## src/binco_pkg.sv

```systemverilog
package binco_pkg;

   // field widths
   localparam int IDX_W  = 6;
   localparam int COEF_W = 30;
   // factor (n - i + 1) and divisor i of one step
   localparam int FAC_W  = 6;
   localparam int DIV_W  = 5;
   // running value times factor
   localparam int PROD_W = COEF_W + FAC_W;
   localparam int CNT_W  = $clog2(PROD_W);

   typedef logic [IDX_W-1:0]  idx_type;
   typedef logic [COEF_W-1:0] coef_type;
   typedef logic [FAC_W-1:0]  fac_type;
   typedef logic [DIV_W-1:0]  div_type;
   typedef logic [PROD_W-1:0] prod_type;
   typedef logic [CNT_W-1:0]  cnt_type;

   // saturation / out-of-range code
   localparam coef_type COEF_MAX = '1;

   typedef enum logic [1:0] {
      CTRL_IDLE,
      CTRL_STEP,
      CTRL_DONE
   } ctrl_state_type;

   typedef enum logic [1:0] {
      STEP_IDLE,
      STEP_MUL,
      STEP_DIV
   } step_state_type;

endpackage

```

## src/binco_step.sv

```systemverilog
// One multiplicative step: quotient = (value * factor) / divisor.
// Multiply: shift-add, one factor bit per cycle, MSB first.
// Divide: restoring, one quotient bit per cycle, narrow remainder.
module binco_step (
   input  logic                clock,
   input  logic                reset,
   input  logic                go,
   input  binco_pkg::coef_type value,
   input  binco_pkg::fac_type  factor,
   input  binco_pkg::div_type  divisor,
   output logic                done,
   output binco_pkg::prod_type quotient
);

   localparam binco_pkg::cnt_type MUL_LAST = binco_pkg::cnt_type'(binco_pkg::FAC_W - 1);
   localparam binco_pkg::cnt_type DIV_LAST = binco_pkg::cnt_type'(binco_pkg::PROD_W - 1);

   binco_pkg::step_state_type state_ff, state_in;
   binco_pkg::cnt_type        cnt_ff, cnt_in;
   binco_pkg::coef_type       val_ff;
   binco_pkg::fac_type        fac_ff, fac_in;
   binco_pkg::div_type        div_ff;
   binco_pkg::div_type        rem_ff, rem_in;
   binco_pkg::prod_type       prod_ff, prod_in;
   logic [binco_pkg::DIV_W:0] trial;
   logic                      qbit;

   // next state
   always_comb begin
      state_in = state_ff;
      case (state_ff)
         binco_pkg::STEP_IDLE: begin
            if (go) state_in = binco_pkg::STEP_MUL;
         end
         binco_pkg::STEP_MUL: begin
            if (cnt_ff == MUL_LAST) state_in = binco_pkg::STEP_DIV;
         end
         binco_pkg::STEP_DIV: begin
            if (cnt_ff == DIV_LAST) begin
               state_in = go ? binco_pkg::STEP_MUL : binco_pkg::STEP_IDLE;
            end
         end
         default: state_in = binco_pkg::STEP_IDLE;
      endcase
   end

   // outputs
   always_comb begin
      done     = (state_ff == binco_pkg::STEP_DIV) && (cnt_ff == DIV_LAST);
      quotient = {prod_ff[binco_pkg::PROD_W-2:0], qbit};
   end

   // trial subtract for the division
   assign trial = {rem_ff, prod_ff[binco_pkg::PROD_W-1]};
   assign qbit  = (trial >= {1'b0, div_ff});

   // datapath next values
   always_comb begin
      cnt_in  = cnt_ff;
      fac_in  = fac_ff;
      rem_in  = rem_ff;
      prod_in = prod_ff;
      case (state_ff)
         binco_pkg::STEP_MUL: begin
            prod_in = {prod_ff[binco_pkg::PROD_W-2:0], 1'b0}
                    + (fac_ff[binco_pkg::FAC_W-1]
                       ? binco_pkg::prod_type'(val_ff) : '0);
            fac_in  = {fac_ff[binco_pkg::FAC_W-2:0], 1'b0};
            cnt_in  = (cnt_ff == MUL_LAST) ? '0 : cnt_ff + 1'b1;
            rem_in  = '0;
         end
         binco_pkg::STEP_DIV: begin
            rem_in  = qbit ? binco_pkg::div_type'(trial - {1'b0, div_ff})
                           : binco_pkg::div_type'(trial);
            prod_in = quotient;
            cnt_in  = cnt_ff + 1'b1;
         end
         default: begin
            cnt_in = cnt_ff;
         end
      endcase
   end

   // control registers
   always_ff @(posedge clock) begin
      if (reset) begin
         state_ff <= binco_pkg::STEP_IDLE;
         cnt_ff   <= '0;
      end else begin
         state_ff <= state_in;
         cnt_ff   <= go ? '0 : cnt_in;
      end
   end

   // payload registers, loaded on launch
   always_ff @(posedge clock) begin
      if (go) begin
         val_ff  <= value;
         fac_ff  <= factor;
         div_ff  <= divisor;
         prod_ff <= '0;
         rem_ff  <= '0;
      end else begin
         fac_ff  <= fac_in;
         prod_ff <= prod_in;
         rem_ff  <= rem_in;
      end
   end

endmodule

```

## src/binomial_coefficient.sv

```systemverilog
// Binomial coefficient C(n,k) by the multiplicative rule.
//
// Request: drive req_n_value and req_k_value with start high; the transaction
// is taken at a rising edge where start is high and busy is low. busy stays
// high until the result has been shown.
// Response: rsp_coefficient is valid for exactly one cycle with rsp_valid
// high; the receiver cannot hold it off, and busy falls in the next cycle.
//
// Special cases (k > n, k = 0, k = n, and n above MAX_N) are answered in the
// cycle straight after the request edge. Otherwise the block runs min(k, n-k)
// steps through one shared step unit: a bit-serial multiply by (n-i+1), then
// a restoring division by i. A new request is taken only after the response.
// A value above 30 bits saturates to all ones and ends the run early.
// One transaction at a time; nothing is kept between transactions.
// Reset (synchronous, active high) returns the block to idle and drops any
// transaction in flight.
module binomial_coefficient #(
   parameter int MAX_N = 32
) (
   input  logic                clock,
   input  logic                reset,
   input  logic                start,
   output logic                busy,
   input  binco_pkg::idx_type  req_n_value,
   input  binco_pkg::idx_type  req_k_value,
   output logic                rsp_valid,
   output binco_pkg::coef_type rsp_coefficient
);

   binco_pkg::ctrl_state_type state_ff, state_in;
   binco_pkg::idx_type        n_ff, n_in;
   binco_pkg::div_type        kk_ff, kk_in;
   binco_pkg::div_type        i_ff, i_in;
   binco_pkg::coef_type       result_ff, result_in;

   logic                      accept;
   logic                      special;
   binco_pkg::coef_type       special_val;
   binco_pkg::idx_type        n_minus_k;

   logic                      go;
   binco_pkg::coef_type       go_value;
   binco_pkg::fac_type        go_factor;
   binco_pkg::div_type        go_divisor;
   logic                      step_done;
   binco_pkg::prod_type       step_q;
   logic                      overflow;
   logic                      last_step;

   assign accept    = start && !busy;
   assign n_minus_k = req_n_value - req_k_value;

   // special cases decided straight from the request
   always_comb begin
      special     = 1'b1;
      special_val = '0;
      if (req_k_value > req_n_value) begin
         special_val = '0;
      end else if (req_k_value == '0 || req_k_value == req_n_value) begin
         special_val = binco_pkg::coef_type'(1);
      end else if (req_n_value > binco_pkg::idx_type'(MAX_N)) begin
         special_val = binco_pkg::COEF_MAX;
      end else begin
         special = 1'b0;
      end
   end

   assign overflow  = |step_q[binco_pkg::PROD_W-1:binco_pkg::COEF_W];
   assign last_step = (i_ff == kk_ff);

   // next state
   always_comb begin
      state_in = state_ff;
      case (state_ff)
         binco_pkg::CTRL_IDLE: begin
            if (accept) state_in = special ? binco_pkg::CTRL_DONE : binco_pkg::CTRL_STEP;
         end
         binco_pkg::CTRL_STEP: begin
            if (step_done && (overflow || last_step)) state_in = binco_pkg::CTRL_DONE;
         end
         binco_pkg::CTRL_DONE: state_in = binco_pkg::CTRL_IDLE;
         default:              state_in = binco_pkg::CTRL_IDLE;
      endcase
   end

   // outputs and step launch
   always_comb begin
      busy            = (state_ff != binco_pkg::CTRL_IDLE);
      rsp_valid       = (state_ff == binco_pkg::CTRL_DONE);
      rsp_coefficient = result_ff;
      go              = 1'b0;
      go_value        = binco_pkg::coef_type'(1);
      go_factor       = req_n_value;
      go_divisor      = binco_pkg::div_type'(1);
      case (state_ff)
         binco_pkg::CTRL_IDLE: begin
            go = accept && !special;
         end
         binco_pkg::CTRL_STEP: begin
            go         = step_done && !overflow && !last_step;
            go_value   = step_q[binco_pkg::COEF_W-1:0];
            go_factor  = n_ff - binco_pkg::idx_type'(i_ff);
            go_divisor = i_ff + 1'b1;
         end
         default: go = 1'b0;
      endcase
   end

   // working registers
   always_comb begin
      n_in      = n_ff;
      kk_in     = kk_ff;
      i_in      = i_ff;
      result_in = result_ff;
      case (state_ff)
         binco_pkg::CTRL_IDLE: begin
            n_in      = req_n_value;
            kk_in     = (n_minus_k < req_k_value) ? binco_pkg::div_type'(n_minus_k)
                                                  : binco_pkg::div_type'(req_k_value);
            i_in      = binco_pkg::div_type'(1);
            result_in = special_val;
         end
         binco_pkg::CTRL_STEP: begin
            if (step_done) begin
               i_in      = i_ff + 1'b1;
               result_in = overflow ? binco_pkg::COEF_MAX
                                    : step_q[binco_pkg::COEF_W-1:0];
            end
         end
         default: i_in = i_ff;
      endcase
   end

   always_ff @(posedge clock) begin
      if (reset) begin
         state_ff <= binco_pkg::CTRL_IDLE;
      end else begin
         state_ff <= state_in;
      end
   end

   always_ff @(posedge clock) begin
      n_ff      <= n_in;
      kk_ff     <= kk_in;
      i_ff      <= i_in;
      result_ff <= result_in;
   end

   // shared multiply/divide step
   binco_step u_step (
      .clock    (clock),
      .reset    (reset),
      .go       (go),
      .value    (go_value),
      .factor   (go_factor),
      .divisor  (go_divisor),
      .done     (step_done),
      .quotient (step_q)
   );

endmodule

```

## config.mk

```make
export PLATFORM = sky130hd
export DESIGN_NAME = binomial_coefficient
export DESIGN_NICKNAME = d
export VERILOG_FILES = /design/src/binco_pkg.sv /design/src/binco_step.sv /design/src/binomial_coefficient.sv
export SDC_FILE = /design/constraint.sdc
export NUM_CORES = 1
export LEC_CHECK = 0
export ABC_AREA = 1
export BUFFER_PORTS_ARGS = -buffer_cell sky130_fd_sc_hd__buf_4
export CAP_MARGIN = 25
export CORE_MARGIN = 1.5
export CORE_UTILIZATION = 56
export DETAILED_ROUTE_END_ITERATION = 6
export PLACE_DENSITY = 0.77
export SKIP_LAST_GASP = 1
export SYNTH_ARGS = -nofsm -noshare
export SYNTH_HDL_FRONTEND = slang
export SYNTH_HIERARCHICAL = 1
export SYNTH_SLANG_ARGS = --single-unit
```

## constraint.sdc

```tcl
create_clock -name clock -period 4.4 [get_ports clock]
set_clock_uncertainty 0.15 [all_clocks]
set_input_delay 0.44 -clock clock [delete_from_list [all_inputs] [get_ports clock]]
set_output_delay 0.44 -clock clock [all_outputs]
set_load 0.01 [all_outputs]
```

==> results of run 1 <==
[logic make-up after synthesis]
family	synth area share [%]
and+or+nand+nor	28.13
buffers and inverters	14.13
AOI/OAI and AO/OA	10.76
DFF	37.34
adders and majority gates	8.281
xor gates and xnor gates	1.350
[worst register-to-register path, cell delays in order (launching register included)]
cell and delay, ns:
edfxtp_1 0.69, buf_4 0.33, nand2_1 0.14, fa_1 0.41, inv_1 0.12, nand3_1 0.14, nand3_1 0.20, nand2_1 0.07
nand2_1 0.12, nand2_1 0.07, nand2_1 0.10, xor2_1 0.26, o21ai_0 0.12, a21oi_1 0.17
[state kept, by name, indices dropped and copies added (netlist names)]
register	count
kk_ff	5
u_step/prod_ff	36
u_step/state_ff	2
u_step/rem_ff	5
i_ff	5
u_step/cnt_ff	6
rsp_coefficient	30
u_step/val_ff	30
u_step/div_ff	5
u_step/fac_ff	6
n_ff	6
state_ff	2
[Yosys cell counts (all sizes together)]
library cell and count:
nand2 457, inv 247, nor2 120, edfxtp 87, a21oi 78, o21ai 77
nand3 64, ha 58, buf 54, dfxtp 51, clkbuf 18, nor3 17
o21bai 11, xor2 11, nand4 9, a31oi 8, or2 6, fa 4
xnor2 4, a21o 3, o211ai 2, o221ai 2, o22ai 2, a221oi 1
a22oi 1, a2bb2oi 1, a31o 1, a32oi 1, and2 1, clkinv 1
nor4 1, o2111ai 1, o31ai 1
[power breakdown]
part / total, mW / leakage (nW) / internal, mW / switching [mW]
sequential: 1.98 / 1.30 / 1.71 / 0.278
combinational: 2.11 / 3.94 / 0.759 / 1.35
clock: 1.40 / 0.286 / 0.755 / 0.645
total: 5.49 / 5.52 / 3.22 / 2.27
[layout by cell type (no fill, tap or decap), types with 2 or more instances in the layout]
cell type / instances
a21o_1: 3
a21oi_1: 76
a21oi_2: 2
a31oi_1: 8
buf_4: 54
clkbuf_16: 17
dfxtp_1: 51
edfxtp_1: 87
fa_1: 4
ha_1: 58
inv_1: 244
inv_2: 3
inv_6: 6
inv_8: 5
nand2_1: 451
nand2_2: 6
nand3_1: 60
nand3_2: 4
nand4_1: 9
nor2_1: 117
nor2_2: 2
nor3_1: 14
nor3_2: 3
o211ai_1: 2
o21ai_0: 74
o21ai_1: 3
o21bai_1: 11
o221ai_1: 2
or2_2: 5
xnor2_1: 4
xor2_1: 11
[metrics by stage]
step / power (mW) / std cells / util [%] / hold slack, ns / setup slack, ns
3_5_place_dp: 4.075 / 1607 / 58.36 / 0.3080 / 1.433
6_report: 5.490 / 1640 / 61.81 / 0.05397 / 1.215
5_1_grt: 5.890 / 1640 / 61.81 / 0.05085 / 1.044
2_1_floorplan: 3.679 / 1400 / - / 0.2875 / 0.1319
3_3_place_gp: 4.033 / 1607 / 58.36 / 0.2990 / 1.459
4_1_cts: 5.490 / 1639 / 61.70 / 0.04406 / 1.339
[path summary, 6_finish.rpt]
path / endpoint / slack (ns) / depth (start not counted)
max: u_step/prod_ff[15]$_SDFFE_PP0P_ / 1.21 / 13
min reg2reg: u_step/cnt_ff[5]$_SDFFE_PP0P_ / 0.31 / 2
min: u_step/state_ff[1]$_SDFFE_PP0P_ / 0.05 / 2
max reg2reg: u_step/prod_ff[15]$_SDFFE_PP0P_ / 1.21 / 13
[layout make-up]
| class | count | area (um^2) |
|---|---|---|
| flip-flops and latches | 138 | 3633 |
| clock inverters | 15 | 145.1 |
| multi-input cells | 942 | 4738 |
| fillers | 1591 | 6536 |
| well taps | 225 | 281.5 |
| clock buffers | 17 | 425.4 |
| repair buffers | 55 | 425.4 |
| inverters | 248 | 930.9 |
[routing by layer]
layer	up-vias	global-route usage, %
met4	0	10.51
met5	-	0
li1	4395	-
met1	3922	32.84
met2	265	46.58
met3	50	5.143
==> flow_summary.toml, run 1 <==
[drt]
route.detailed.drc = 0
dr.pass1.iters = 5
wl_per_cell_um = 14.35
wl_met3_mm = 1.231
wl_mm = 23.54
highest_layer = "met4"
vias_per_cell = 5.263
route.met2.wl_mm = 11.33
ant_nets = 0
wl_met1_mm = 10.25
vias = 8632
drtIter0Drc = 700

[place]
port_buffers = 46
dpl_cell_area_um2 = 9990
hpwlAfterDp_mm = 16.81
gp_congestion = 0.9897

[sta]
rsz0062_at_grt = "false"
drv_slew = 0
relSlewSlack_pct = 33.77
finalSetupViolations = 0
hold_violations = 0
fmax_mhz = 313.9
fin_setup_tns_ns = 0
worstMarginPinSlew_ns = 0.9900
fin_crit_ns = 3.185
fin_crit_sh_pct = 72.39

[worst_setup_path]
path_buf_inv = 2
crit_top_cell = "nand2_1"
path_delay_family = "simple AND/OR/NAND/NOR gates"
cp-end-kind = "flip-flop"
r2r-start = "u_step/fac_ff[5]$_DFFE_PP_"
arrival_ns = 3.38
path_class = "flip-flop to flip-flop"
crit_path_start = "u_step/fac_ff[5]$_DFFE_PP_"
critPathSlowestCell = "edfxtp_1"
path_max_fanout = 18
cpPeakStageDelay_ns = 0.69
crit_chain = "buf_4 > nand2_1 > fa_1 > inv_1 > nand3_1 > nand3_1 > nand2_1 > nand2_1 > nand2_1 > nand2_1 > xor2_1 > o21ai_0 > a21oi_1"
required_ns = 4.59
crit_path_start_kind = "flip-flop"

[floorplan]
floorplan.initialDensity_pct = 56.85
die_area_um2 = 18180
core.rowCount = 48
io_pins = 47
fp.dieW_um = 134.8
die_h_um = 134.8
coreArea_um2 = 17120

[global_routing]
grt_max_degree = 47
grt_util_all_layers_pct = 26.79
grt_antenna_before_repair = 0
grt_overflow_total = 0
grt_pass1_vias = 8130
grt_pass1_wl_mm = 38.52

[layout]
drive_gt1_share_pct = 8.198
diodes = 0
syn2layout_area_growth_pct = 8.730
final_nets = 1479
fin_area_um2 = 10580

[logic_synthesis]
synth_seq_cells = 138
synth_top_area_share_pct = 26.85
synthDistinctLibCells = 45
yosysSeqAreaShare_pct = 37.34
synth_area_leaders = "edfxtp_1 27%, nand2_1 17%, dfxtp_1 10%"
syn_inst = 1400
yosysWarnings = 6
synth.largest_area_cell = "edfxtp_1"
syn_avg_cell_area_um2 = 6.950
netlist_area_um2 = 9731
synth_nets = 1477

[clock_tree]
post_cts_resized = 0
cts_sinks = 138
cts.clk_slew.worst_paths_ns = 0.07
clk_latency_ns = 0.43
post_cts_buffers = 0
postCtsHoldBufs = 0
cts-buffers-inserted = 17
cts_tree = "built"
clock_path_buffers = 2
cts_root_buf = "clkbuf_16"
cts_htree_levels = 4

[power_and_ir_drop]
p_leak_nw = 5.522
power.density_nw_per_um2 = 518.9
ir_worst_vdd_mv = 0.4047

[hold_path]
hold_class = "primary input to flip-flop"
min-delay-start = "reset"

[status]
status = "finished clean"

[run]
maxCapViolations = 0
(Power assumes the default switching activity.)
==> inputs of run 2 (changes only) <==
Clock period 4.4 ns to 2.77 ns, I/O delays scaled along.
==> run 2 against run 1 <==
Wire length increased by 5.4%. Hold slack worse by 0.036 ns. Sequential share of layout area fell by 1.2 points. Utilization grew 2.3 points. Global-route usage grew 1.1 points. Via count up 2.3%.
==> flow_summary.toml, run 2 (synthesized netlist as in run 1, its figures left out) <==
[worst_setup_path]
r2r-start = "u_step/fac_ff[5]$_DFFE_PP_"
rr_worst_depth = 13
rr_endpoint = "u_step/prod_ff[24]$_SDFFE_PP0P_"
regToRegSetupSlack_ns = 0.19
cp-end-kind = "flip-flop"
crit_path_start_kind = "primary input"
path_max_fanout = 5
required_ns = 2.79
arrival_ns = 2.68
path_class = "primary input to flip-flop"

[floorplan]
floorplan.initialDensity_pct = 56.85
die_area_um2 = 18180
die_h_um = 134.8
io_pins = 47
core.rowCount = 48
coreArea_um2 = 17120
fp.dieW_um = 134.8

[drt]
vias_per_cell = 5.320
ant_nets = 0
dr.pass1.iters = 6
wl_per_cell_um = 14.95
wl_mm = 24.81
drtIter0Drc = 663
route.detailed.drc = 0
vias = 8832

[sta]
drv_slew = 0
relSlewSlack_pct = 58.51
worstMarginPinSlew_ns = 0.6215
fmax_mhz = 375.9
fin_crit_ns = 2.660
finalSetupViolations = 0
hold_violations = 0
fin_crit_sh_pct = 96.03

[clock_tree]
cts_root_buf = "clkbuf_16"
cts_htree_levels = 4
cts-buffers-inserted = 17
cts.clk_slew.worst_paths_ns = 0.06
clk_latency_ns = 0.43
cts_tree = "built"
cts_sinks = 138
clock_path_buffers = 2

[layout]
top_register = "u_step/prod_ff"
syn2layout_area_growth_pct = 12.77
layout_common_cells = "444 x nand2_1, 239 x inv_1, 114 x nor2_1, 87 x edfxtp_1, 75 x a21oi_1"
final_nets = 1499
final_common_cell = "nand2_1"
largest_register_ff_count = 36
fin_area_um2 = 10970
drive_gt1_share_pct = 11.57
diodes = 0
fin_cells = 1660

[place]
gp_congestion = 1.029
dp.cells = 1619
hpwlAfterDp_mm = 17.59
port_buffers = 46
dpl_cell_area_um2 = 10180

[power_and_ir_drop]
pwr-share-comb_pct = 39.4
ir_worst_vdd_mv = 0.4724
power.density_nw_per_um2 = 818.2
p_seq_share_pct = 34.8
p_int_mw = 5.380
power_mw = 8.979
p_leak_nw = 5.628
clkPwrFrac_pct = 25.8
power.share.switching_pct = 40.08
p_sw_mw = 3.599

[global_routing]
grt_max_degree = 51
grt_antenna_before_repair = 0
grt_overflow_total = 0
grt_pass1_wl_mm = 39.76
grt_util_all_layers_pct = 27.88
grt_pass1_vias = 8207

[hold_path]
hold_class = "primary input to flip-flop"
whs_path_depth = 3
min-delay-start = "req_k_value[0]"
hold-path-endpoint = "kk_ff[0]$_DFFE_PP_"

[status]
status = "finished clean"

[run]
maxCapViolations = 0
## run 2: worst max-delay path: stages
cell and delay, ns:
dlygate4sd3_1 0.55, buf_6 0.14, ha_4 0.25, nand3_1 0.07, nand2_1 0.09, nand2_2 0.07
a21oi_2 0.16, nor2_1 0.08, nand2_1 0.08, nand2_2 0.09, ha_4 0.23, nand2_1 0.08
inv_2 0.04, nand4_1 0.10, nand3_2 0.10, buf_4 0.16, nand2_1 0.04, o21ai_0 0.08
## run 2: worst max path at each step
| stage | endpoint | slack [ns] | start | cells after the start |
|---|---|---|---|---|
| global placement | kk_ff[2]$_DFFE_PP_ | 0.1 | req_k_value[2] | 15 |
| CTS | kk_ff[2]$_DFFE_PP_ | 0.01 | req_n_value[1] | 18 |
| detailed placement | kk_ff[2]$_DFFE_PP_ | -0.02 | req_k_value[2] | 15 |
| finish | kk_ff[3]$_DFFE_PP_ | 0.11 | req_n_value[1] | 18 |
| global route | kk_ff[4]$_DFFE_PP_ | -0.01 | req_n_value[1] | 18 |
| floorplan | u_step/fac_ff[0]$_SDFFCE_PN0P_ | 0.0003 | u_step/cnt_ff[4]$_SDFFE_PP0P_ | 10 |
## run 2: what timing repair did
item,in CTS,in global routing
hold endpoints to repair,11,0
gates resized for setup,0,30
setup buffers,0,1
hold buffers,8,0
endpoints found under the setup margin,0,18
## run 2: final cells by class
type	instances	area [um^2]
Tap cell	225	281.5
Clock inverter	13	142.6
Fill cell	1551	6143
Inverter	248	935.9
Multi-Input combinational cell	942	4896
Timing Repair Buffer	75	628.1
Sequential cell	138	3636
Clock buffer	19	452.9
## run 2: stage by stage
step	hold slack (ns)	setup slack, ns	TNS (ns)	utilization (%)
floorplan	0.1961	0.0003271	0	-
global placement	0.2988	0.09936	0	59.50
detailed placement	0.3105	-0.02016	-0.03340	59.50
CTS	0.01413	0.01417	0	63.44
global route	0.03150	-0.01397	-0.03458	64.11
finish	0.01783	0.1100	0	64.11
## run 2: power by group through the flow
stage	registers, mW	clock network [mW]	logic (mW)
after floorplan	3.07	0	2.79
after detailed placement	3.15	0	3.39
final	3.13	2.31	3.54
after global routing	3.19	2.43	3.99
after global placement	3.14	0	3.32
after CTS	3.12	2.34	3.44
## run 2: routing by layer
| metal | share of wire, % | vias to the layer above | track usage (%) |
|---|---|---|---|
| met3 | 6.0 | 45 | 4.655 |
| met2 | 48 | 281 | 47.44 |
| met4 | 2.4 | 0 | 10.87 |
| met5 | 0 | - | 0 |
| met1 | 43 | 4074 | 35.52 |
| li1 | - | 4432 | - |
==> inputs of run 3 (changes only) <==
Settings changed: CAP_MARGIN 25 to not set, CTS_BUF_LIST set to sky130_fd_sc_hd__clkbuf_16.
==> run 3 against run 2 <==
Utilization is 0.073 points lower. Total power is 0.62% lower. Maximum frequency is 0.53% lower. Hold slack better by 0.0035 ns. Clock power is 2% lower. Via count is 0.77% lower. Critical endpoint unchanged. Worst setup slack worse by 0.014 ns. Highest routed layer unchanged.
==> flow_summary.toml, run 3 (synthesized netlist as in run 1, its figures left out) <==
[status]
status = "finished clean"

[sta]
drv_slew = 0
hold_violations = 0
finalSetupViolations = 0
worstMarginPinSlew_ns = 0.6129
fin_setup_tns_ns = 0
relSlewSlack_pct = 59.08
rsz0062_at_grt = "true"
fin_ws_ns = 0.09583
fin_crit_sh_pct = 96.54
fmax_mhz = 373.9
fin_crit_ns = 2.674

[global_routing]
grt_antenna_before_repair = 0
grt_pass1_wl_mm = 39.62
grt_max_degree = 51
grt_pass1_vias = 8194
grt_overflow_total = 0
grt_util_all_layers_pct = 27.75

[clock_tree]
cts_htree_levels = 4
cts.clk_slew.worst_paths_ns = 0.06
cts_sinks = 138
cts_root_buf = "clkbuf_16"
cts-buffers-inserted = 17
clk_latency_ns = 0.43
cts_tree = "built"
clock_path_buffers = 2

[power_and_ir_drop]
ir_worst_vdd_mv = 0.4660
p_leak_nw = 5.622
power_mw = 8.923
power.density_nw_per_um2 = 814.1

[worst_setup_path]
arrival_ns = 2.69
path_class = "primary input to flip-flop"
cp-end-kind = "flip-flop"
r2r-start = "u_step/fac_ff[5]$_DFFE_PP_"
required_ns = 2.79
crit_path_start_kind = "primary input"
rr_worst_depth = 15
path_max_fanout = 5
regToRegSetupSlack_ns = 0.17
rr_endpoint = "u_step/prod_ff[22]$_SDFFE_PP0P_"

[floorplan]
die_h_um = 134.8
coreArea_um2 = 17120
die_area_um2 = 18180
core.rowCount = 48
io_pins = 47
fp.dieW_um = 134.8
floorplan.initialDensity_pct = 56.85

[layout]
fillers = 1553
syn2layout_area_growth_pct = 12.64
drive_gt1_share_pct = 11.49
layout_common_cells = "444 x nand2_1, 239 x inv_1, 114 x nor2_1, 87 x edfxtp_1, 75 x a21oi_1"
top_register = "u_step/prod_ff"
fin_cells = 1661
final_common_cell = "nand2_1"
largest_register_ff_count = 36
diodes = 0
final_nets = 1500

[hold_path]
hold-path-endpoint = "kk_ff[0]$_DFFE_PP_"
min-delay-start = "req_k_value[0]"
whs_path_depth = 3
hold_class = "primary input to flip-flop"

[place]
gp_congestion = 1.029
hpwlAfterDp_mm = 17.59
port_buffers = 46
post-place-ws_ns = -0.02016
dp.cells = 1619

[drt]
route.detailed.drc = 0
ant_nets = 0
dr.pass1.iters = 5
wl_per_cell_um = 15.00
wl_mm = 24.92
drtIter0Drc = 703
vias = 8764
vias_per_cell = 5.276

[run]
maxCapViolations = 0
==> run 3: critical path: stages <==
cell and delay (ns):
dlygate4sd3_1 0.55, buf_6 0.14, ha_4 0.25, nand3_1 0.07
nand2_1 0.09, nand2_2 0.07, a21oi_2 0.17, nor2_1 0.07
nand2_1 0.08, nand2_2 0.09, ha_4 0.23, nand2_1 0.08
inv_2 0.04, nand4_1 0.11, nand3_2 0.11, buf_4 0.16
nand2_1 0.05, o21ai_0 0.08
==> run 3: how the worst max path moves through the flow <==
stage	slack [ns]	startpoint	endpoint	cells past startpoint
2_1_floorplan	0.0003	u_step/cnt_ff[4]$_SDFFE_PP0P_	u_step/fac_ff[0]$_SDFFCE_PN0P_	10
3_3_place_gp	0.1	req_k_value[2]	kk_ff[2]$_DFFE_PP_	15
3_5_place_dp	-0.02	req_k_value[2]	kk_ff[2]$_DFFE_PP_	15
4_1_cts	0.01	req_n_value[1]	kk_ff[2]$_DFFE_PP_	18
5_1_grt	-0.02	req_n_value[1]	kk_ff[4]$_DFFE_PP_	18
6_report	0.1	req_n_value[1]	kk_ff[3]$_DFFE_PP_	18
==> run 3: per-stage QoR <==
| stage | hold slack, ns | area, um^2 | utilization, % |
|---|---|---|---|
| global route | 0.03399 | 10960 | 64.04 |
| global placement | 0.2988 | 10180 | 59.50 |
| floorplan | 0.1961 | 9834 | - |
| CTS | 0.01695 | 10840 | 63.33 |
| finish | 0.02130 | 10960 | 64.04 |
| detailed placement | 0.3105 | 10180 | 59.50 |
==> run 3: routing by layer <==
metal	GRT usage, %	up-vias	wire [um]
met3	4.392	50	1301
met1	35.50	4016	10920
met2	47.07	266	12030
met4	11.11	0	669
met5	0	-	0
li1	-	4432	-
==> run 3: report_power, final <==
| group | switching (mW) | leakage [nW] | internal (mW) |
|---|---|---|---|
| Combinational | 2.25 | 4.05 | 1.30 |
| Sequential | 0.415 | 1.30 | 2.71 |
| Clock | 0.934 | 0.268 | 1.32 |
==> run 3: final cells by class <==
cell class / instances / area [um^2] / share of cell area, %
Clock buffer: 17 / 425.4 / 3.881
Tap cell: 225 / 281.5 / 2.568
Inverter: 248 / 935.9 / 8.539
Sequential cell: 138 / 3636 / 33.17
Clock inverter: 15 / 150.1 / 1.370
Timing Repair Buffer: 76 / 635.6 / 5.799
Multi-Input combinational cell: 942 / 4896 / 44.67
==> run 3: repair_timing <==
action,in CTS,in global routing
gates resized for setup,0,30
buffers inserted,0,2
hold endpoints to repair,11,0
hold buffers,8,0
endpoints found under the setup margin,0,16
